==> src/rtl/fbm_pkg.sv <==
// Shared constants and types for the byte mailbox FIFO.
`default_nettype none
package fbm_pkg;

    localparam int FIFO_DEPTH = 266;
    localparam int CNT_W      = $clog2(FIFO_DEPTH + 1);
    localparam int DATA_W     = 8;
    localparam int FILL_W     = 9;
    localparam int FAULT_W    = 2;

    localparam logic [DATA_W-1:0] STATUS_P0 = 8'hF0;
    localparam logic [DATA_W-1:0] STATUS_P1 = 8'hF1;
    localparam logic [DATA_W-1:0] STATUS_EMPTY = 8'h00;

    localparam logic [DATA_W-1:0] CTRL_CLEAR_A = 8'h00;
    localparam logic [DATA_W-1:0] CTRL_CLEAR_B = 8'h01;
    localparam logic [DATA_W-1:0] CTRL_CLEAR_C = 8'h03;

    localparam logic MODE_READ  = 1'b0;
    localparam logic MODE_WRITE = 1'b1;
    localparam logic REG_DATA   = 1'b0;
    localparam logic REG_CTRL   = 1'b1;

    localparam logic [FAULT_W-1:0] FAULT_NONE       = 2'd0;
    localparam logic [FAULT_W-1:0] FAULT_POP_EMPTY  = 2'd1;
    localparam logic [FAULT_W-1:0] FAULT_PUSH_FULL  = 2'd2;

    typedef struct packed {
        logic              shift;
        logic              push;
        logic [DATA_W-1:0] wdata;
    } t_cell_ctrl;

endpackage
`default_nettype wire

==> src/rtl/fbm_cell.sv <==
// One byte cell of the FIFO chain: shifts down from its neighbor or loads a pushed byte.
`default_nettype none
module fbm_cell (
    input  wire                          i_clk,
    input  wire                          i_rst_n,
    input  wire  fbm_pkg::t_cell_ctrl    i_ctrl,
    input  wire                          i_sel,
    input  wire  [fbm_pkg::DATA_W-1:0]   i_next,
    output logic [fbm_pkg::DATA_W-1:0]   o_data
);

    logic [fbm_pkg::DATA_W-1:0] r_data;
    logic [fbm_pkg::DATA_W-1:0] n_data;

    always_comb begin
        n_data = r_data;
        if (i_ctrl.shift) begin
            n_data = i_next;
        end else if (i_ctrl.push && i_sel) begin
            n_data = i_ctrl.wdata;
        end
    end

    always_ff @(posedge i_clk) begin
        if (!i_rst_n) begin
            r_data <= '0;
        end else begin
            r_data <= n_data;
        end
    end

    assign o_data = r_data;

endmodule
`default_nettype wire

==> src/rtl/fbm_chain.sv <==
// Row of byte cells; the head cell is read out and every pop moves the row down one place.
`default_nettype none
module fbm_chain (
    input  wire                          i_clk,
    input  wire                          i_rst_n,
    input  wire  fbm_pkg::t_cell_ctrl    i_ctrl,
    input  wire  [fbm_pkg::CNT_W-1:0]    i_count,
    output logic [fbm_pkg::DATA_W-1:0]   o_head
);

    logic [fbm_pkg::DATA_W-1:0] w_data [fbm_pkg::FIFO_DEPTH];

    for (genvar g = 0; g < fbm_pkg::FIFO_DEPTH; g++) begin : g_cell
        logic [fbm_pkg::DATA_W-1:0] w_next;
        logic                       w_sel;

        if (g == fbm_pkg::FIFO_DEPTH - 1) begin : g_last
            assign w_next = w_data[g];
        end else begin : g_mid
            assign w_next = w_data[g+1];
        end

        assign w_sel = (i_count == fbm_pkg::CNT_W'(g));

        fbm_cell u_cell (
            .i_clk   (i_clk),
            .i_rst_n (i_rst_n),
            .i_ctrl  (i_ctrl),
            .i_sel   (w_sel),
            .i_next  (w_next),
            .o_data  (w_data[g])
        );
    end

    assign o_head = w_data[0];

endmodule
`default_nettype wire

==> src/rtl/byte_fifo_mailbox_device_top.sv <==
// Top level of the byte mailbox FIFO: bus access decode, fill count and result register.
// The block takes one bus access per cycle while its single output register is free or
// being read, and presents the result from that register in the next cycle; a new access
// is taken in the same cycle that the previous result is taken. The FIFO is a row of byte
// cells that all move down one place on a data read, so a pop and a push each take effect
// when accepted. The status setting is written on its own channel, which is always ready.
`default_nettype none
module byte_fifo_mailbox_device_top (
    input  wire                            i_clk,
    input  wire                            i_rst_n,
    input  wire                            i_cfg_valid,
    output logic                           o_cfg_ready,
    input  wire                            i_cfg_protocol_select,
    input  wire                            i_valid,
    output logic                           o_ready,
    input  wire                            i_mode,
    input  wire                            i_reg_sel,
    input  wire  [fbm_pkg::DATA_W-1:0]     i_wdata,
    output logic                           o_valid,
    input  wire                            i_ready,
    output logic [fbm_pkg::DATA_W-1:0]     o_rdata,
    output logic [fbm_pkg::FILL_W-1:0]     o_fill_level,
    output logic [fbm_pkg::FAULT_W-1:0]    o_fault
);

    logic                           r_protocol_select;
    logic [fbm_pkg::CNT_W-1:0]      r_count;
    logic [fbm_pkg::CNT_W-1:0]      n_count;
    logic                           r_out_valid;
    logic [fbm_pkg::DATA_W-1:0]     r_rdata;
    logic [fbm_pkg::DATA_W-1:0]     n_rdata;
    logic [fbm_pkg::FAULT_W-1:0]    r_fault;
    logic [fbm_pkg::FAULT_W-1:0]    n_fault;
    logic                           w_accept;
    logic [fbm_pkg::DATA_W-1:0]     w_head;
    fbm_pkg::t_cell_ctrl            w_ctrl;

    assign o_cfg_ready = 1'b1;
    assign o_ready     = !r_out_valid || i_ready;
    assign w_accept    = i_valid && o_ready;

    always_comb begin
        n_count      = r_count;
        n_rdata      = '0;
        n_fault      = fbm_pkg::FAULT_NONE;
        w_ctrl.shift = 1'b0;
        w_ctrl.push  = 1'b0;
        w_ctrl.wdata = i_wdata;
        if (i_mode == fbm_pkg::MODE_READ) begin
            if (i_reg_sel == fbm_pkg::REG_CTRL) begin
                if (r_count != '0) begin
                    n_rdata = r_protocol_select ? fbm_pkg::STATUS_P1 : fbm_pkg::STATUS_P0;
                end else begin
                    n_rdata = fbm_pkg::STATUS_EMPTY;
                end
            end else begin
                n_rdata      = w_head;
                w_ctrl.shift = w_accept;
                if (r_count != '0) begin
                    n_count = r_count - fbm_pkg::CNT_W'(1);
                end else begin
                    n_fault = fbm_pkg::FAULT_POP_EMPTY;
                end
            end
        end else begin
            if (i_reg_sel == fbm_pkg::REG_CTRL) begin
                if (i_wdata inside {fbm_pkg::CTRL_CLEAR_A, fbm_pkg::CTRL_CLEAR_B,
                                    fbm_pkg::CTRL_CLEAR_C}) begin
                    n_count = '0;
                end
            end else begin
                if (r_count < fbm_pkg::CNT_W'(fbm_pkg::FIFO_DEPTH)) begin
                    w_ctrl.push = w_accept;
                    n_count     = r_count + fbm_pkg::CNT_W'(1);
                end else begin
                    n_fault = fbm_pkg::FAULT_PUSH_FULL;
                end
            end
        end
    end

    fbm_chain u_chain (
        .i_clk   (i_clk),
        .i_rst_n (i_rst_n),
        .i_ctrl  (w_ctrl),
        .i_count (r_count),
        .o_head  (w_head)
    );

    always_ff @(posedge i_clk) begin
        if (!i_rst_n) begin
            r_protocol_select <= 1'b0;
            r_count           <= '0;
            r_out_valid       <= 1'b0;
        end else begin
            if (i_cfg_valid) begin
                r_protocol_select <= i_cfg_protocol_select;
            end
            if (w_accept) begin
                r_count     <= n_count;
                r_out_valid <= 1'b1;
            end else if (i_ready) begin
                r_out_valid <= 1'b0;
            end
        end
    end

    always_ff @(posedge i_clk) begin
        if (w_accept) begin
            r_rdata <= n_rdata;
            r_fault <= n_fault;
        end
    end

    assign o_valid      = r_out_valid;
    assign o_rdata      = r_rdata;
    assign o_fill_level = fbm_pkg::FILL_W'(r_count);
    assign o_fault      = r_fault;

`ifndef SYNTHESIS
    a_count_bound: assert property (@(posedge i_clk) disable iff (!i_rst_n)
        r_count <= fbm_pkg::CNT_W'(fbm_pkg::FIFO_DEPTH))
        else $error("fill count exceeds the FIFO depth");

    a_pop_empty_zero: assert property (@(posedge i_clk) disable iff (!i_rst_n)
        (r_out_valid && r_fault == fbm_pkg::FAULT_POP_EMPTY) |-> (r_count == '0))
        else $error("pop from empty reported with a nonzero fill count");

    a_full_drop: assert property (@(posedge i_clk) disable iff (!i_rst_n)
        (r_out_valid && r_fault == fbm_pkg::FAULT_PUSH_FULL)
            |-> (r_count == fbm_pkg::CNT_W'(fbm_pkg::FIFO_DEPTH)))
        else $error("dropped push reported while the FIFO is not full");

    a_push_grows: assert property (@(posedge i_clk) disable iff (!i_rst_n)
        (w_accept && w_ctrl.push) |=> (r_count == $past(r_count) + fbm_pkg::CNT_W'(1)))
        else $error("accepted push did not grow the fill count by one");
`endif

endmodule
`default_nettype wire

==> config.mk <==
export PLATFORM = sky130hd
export DESIGN_NAME = byte_fifo_mailbox_device_top
export DESIGN_NICKNAME = d
export VERILOG_FILES = /design/src/rtl/fbm_pkg.sv /design/src/rtl/fbm_cell.sv /design/src/rtl/fbm_chain.sv /design/src/rtl/byte_fifo_mailbox_device_top.sv
export SDC_FILE = /design/constraint.sdc
export NUM_CORES = 2
export LEC_CHECK = 0
export BUFFER_PORTS_ARGS = -buffer_cell sky130_fd_sc_hd__buf_2
export CELL_PAD_IN_SITES_DETAIL_PLACEMENT = 1
export CELL_PAD_IN_SITES_GLOBAL_PLACEMENT = 1
export CORE_UTILIZATION = 28
export DETAILED_ROUTE_END_ITERATION = 7
export PLACE_DENSITY = 0.51
export SYNTH_ARGS = -nofsm -noshare
export SYNTH_HDL_FRONTEND = slang
export SYNTH_SLANG_ARGS = --single-unit
==> constraint.sdc <==
create_clock -name i_clk -period 2.5 [get_ports i_clk]
set_input_delay 0.125 -clock i_clk [delete_from_list [all_inputs] [get_ports i_clk]]
set_output_delay 0.125 -clock i_clk [all_outputs]
set_load 0.01 [all_outputs]
==> flow_metrics.tcl <==
set metrics [dict create \
    synth.distinct_cells 70 \
    pre_cts_slack_ns -0.427 \
    clock_latency_ns 0.89 \
    area_growth_pct 22.8 \
    violations "negative setup slack" \
    cts_max_path_buffers 4 \
    min_period_over_period_pct 101 \
    layout_setup_ws_ns -0.0207 \
    ios 38 \
    async_flop_share_pct 0 \
    r2r_cells 11 \
    totalWireLength_mm 336 \
    crit_path_end_kind "register" \
    grt-ovfl-total 0 \
    worstPathCellList "inv_4, ha_4, buf_4, nand4bb_1, or4_4, buf_12, buf_16, buf_12, nor3_1, a21oi_1, a21oi_1" \
    drc 0 \
    cp_top_family "simple AND/OR/NAND/NOR gates" \
    path_clk_slew_ns 0.06 \
    via_per_inst 5.30 \
    ys_seq_area_share_pct 48.0 \
    power_density_nw_per_um2 756 \
    antenna_left 0 \
    clock-sinks 2149 \
    drt_iter0_drc 4572 \
    worst-path-buf-inv 5 \
    fillers 36000 \
    period_needed_ns 2.52 \
    die_h_um 568 \
    first_global_vias 79200 \
    tightestPinTransition_ns 0.978 \
    dieArea_um2 323000 \
    synth_top_area_share_pct 47.7 \
    core_um2 319000 \
    required_ns 3.31 \
    max_freq_mhz 397 \
    critical_path_class "register to register" \
    finClkSkew_ns 0.0341 \
    final_common_cell "dfxtp_1" \
    dr.pass1.iters 7 \
    syn_inst 10300 \
    root_buffer "clkbuf_16" \
    cts_inserted_buffers 263 \
    gr-usage-all-layers_pct 19.9 \
    cp-start-kind "register" \
    cpMaxStageDelayCell "or4_4" \
    yosysTopAreaCell "dfxtp_1" \
    avgSynthCellArea_um2 8.75 \
    cp_max_fo 12 \
    wl_per_cell_um 22.9 \
    synthTopCellsByArea "dfxtp_1 (48%), a21oi_1 (12%), mux2i_1 (9.9%), a211oi_1 (9.0%), o21ai_0 (5.9%)" \
    hpwlAfterDp_mm 209 \
    ir_drop_uv 490 \
    layout_common_cells "dfxtp_1 (2134), a21oi_1 (2124), nor2_1 (1094), o21ai_0 (1055), a211oi_1 (1037)" \
    synth_area_um2 89800 \
    status "finished with violations" \
    stdcell_count 14700 \
    synth_fp_nets 10300 \
    relSlewSlack_pct 34.5 \
    io_buffers 36 \
    synth_seq_cells 2149 \
    layout.nets 10300 \
    yosysWarnings 0 \
    grt_max_degree 185 \
    hold_depth 4 \
    finalSetupViolCount 5 \
    arrival_ns 3.33 \
    antenna_found_initial 7 \
    finalMaxSlewViolations 0 \
    drive_gt1_share_pct 14.2 \
    rsz0062_at_grt "yes" \
    dp_cells 14100 \
    die_x_um 568 \
    grt_pass1_wl_mm 508 \
    p_leak_nw 38.9 \
    crit_path_max_incr_delay_ns 0.62 \
    routabilityCongestion 0.807 \
    cp.depth 11 \
    setup_tns_ns -0.0508 \
    cts_tree "built" \
    h-tree-depth 5 \
    min_path_type "input port to register" \
    synth_edf_count 10 \
    synthFlopType "dfxtp_1" \
    rows 207 \
    maxCapViolations 0 \
    route.vias.total 77600 \
    start_util_pct 28.2 \
    hold_violations 0 \
]
[stage by stage]
step                hold WS [ns]  power (W)  utilization [%]  area [µm²]
floorplan                  0.272     0.0424                -       90000
global placement           0.372     0.0460             31.5      100000
detailed placement         0.394     0.0462             31.5      100000
global route              0.0990     0.0869             34.6      110000
finish                     0.105     0.0834             34.6      110000
CTS                       0.0267     0.0845             34.2      109000
[cells in the mapped netlist (all sizes together), types with 2 or more instances]
| library cell | n |
|---|---|
| a21oi | 2124 |
| o32ai | 3 |
| nor3 | 91 |
| a32o | 2 |
| nand2b | 12 |
| o21a | 5 |
| o21ai | 1071 |
| or4 | 6 |
| nand2 | 246 |
| buf | 216 |
| nor4bb | 2 |
| a41o | 2 |
| dfxtp | 2139 |
| nor2 | 1162 |
| nor3b | 2 |
| mux2i | 891 |
| inv | 19 |
| nand4 | 12 |
| nor4 | 7 |
| and3 | 4 |
| or3 | 2 |
| o41ai | 5 |
| nand4b | 4 |
| clkinv | 3 |
| o31ai | 112 |
| and2 | 4 |
| clkbuf | 845 |
| ha | 6 |
| nand3 | 53 |
| a31oi | 92 |
| and4bb | 3 |
| edfxtp | 10 |
| nor4b | 5 |
| a211oi | 1077 |
| nor2b | 9 |
[worst min-delay path, stage by stage]
cell	delay, ns
buf_6	0.13
buf_4	0.36
mux2i_1	0.23
a21oi_1	0.08
[layout make-up]
type	count	area (µm²)	area share [%]
Tap cell	4180	5230	4.74
Clock inverter	58	692	0.628
Multi-Input combinational cell	7033	43300	39.3
Inverter	22	96.3	0.0874
Timing Repair Buffer	817	10100	9.16
Clock buffer	397	7660	6.95
Sequential cell	2149	43100	39.1
Antenna cell	3	7.51	0.00681
[what timing repair did]
item | CTS | global route
setup endpoints to repair | 1642 | 462
pin swaps | 1 | 39
endpoints found under the hold margin | 498 | 0
resized for setup | 23 | 124
setup buffers | 6 | 43
hold buffers | 17 | 0
gates cloned | 2 | 11
[cell families (layout without fill, tap and decap cells)]
logic type / after synthesis / in the layout / share of synthesized area (%)
compound gates: 4506 / 4506 / 29.6
flops: 2149 / 2149 / 48.0
simple gates: 1628 / 1628 / 7.56
buf+inv: 1083 / 1294 / 4.81
mux: 891 / 891 / 9.93
fa+ha+maj: 6 / 6 / 0.0836
other cells: 1 / 4 / 0.00418
xor+xnor: 1 / 1 / 0.00976
[where the power goes]
| group | total (W) | internal, W | switching [W] |
|---|---|---|---|
| registers | 0.0371 | 0.0360 | 0.00106 |
| clock network | 0.0377 | 0.0221 | 0.0156 |
| logic | 0.00864 | 0.00302 | 0.00561 |
[layer usage]
metal | part of all wire, % | vias to the layer above | GRT usage, %
met5 | 0 | - | 0
met4 | 2.3 | 0 | 4.84
met3 | 2.9 | 406 | 2.14
met2 | 46 | 987 | 32.6
met1 | 49 | 38800 | 27.9
li1 | - | 37500 | -
[registers in the layout, indices dropped and copies added, names as in the netlist]
| register | count |
|---|---|
| o_rdata | 8 |
| o_fault | 2 |
| o_fill_level | 9 |
| u_chain.g_cell.u_cell.o_data | 2128 |
| r_protocol_select | 1 |
| o_valid | 1 |
[worst paths after layout]
kind                                                            from                              endpoint  slack (ns)
worst max-delay path                                 o_fill_level[0]   u_chain.g_cell[42].u_cell.o_data[5]       -0.02
worst min-delay path                                      i_wdata[3]   u_chain.g_cell[28].u_cell.o_data[3]        0.10
worst max register to register                       o_fill_level[0]   u_chain.g_cell[42].u_cell.o_data[5]       -0.02
worst min register to register  u_chain.g_cell[156].u_cell.o_data[1]  u_chain.g_cell[156].u_cell.o_data[1]        0.47
Power figures use the tool's default switching activity.
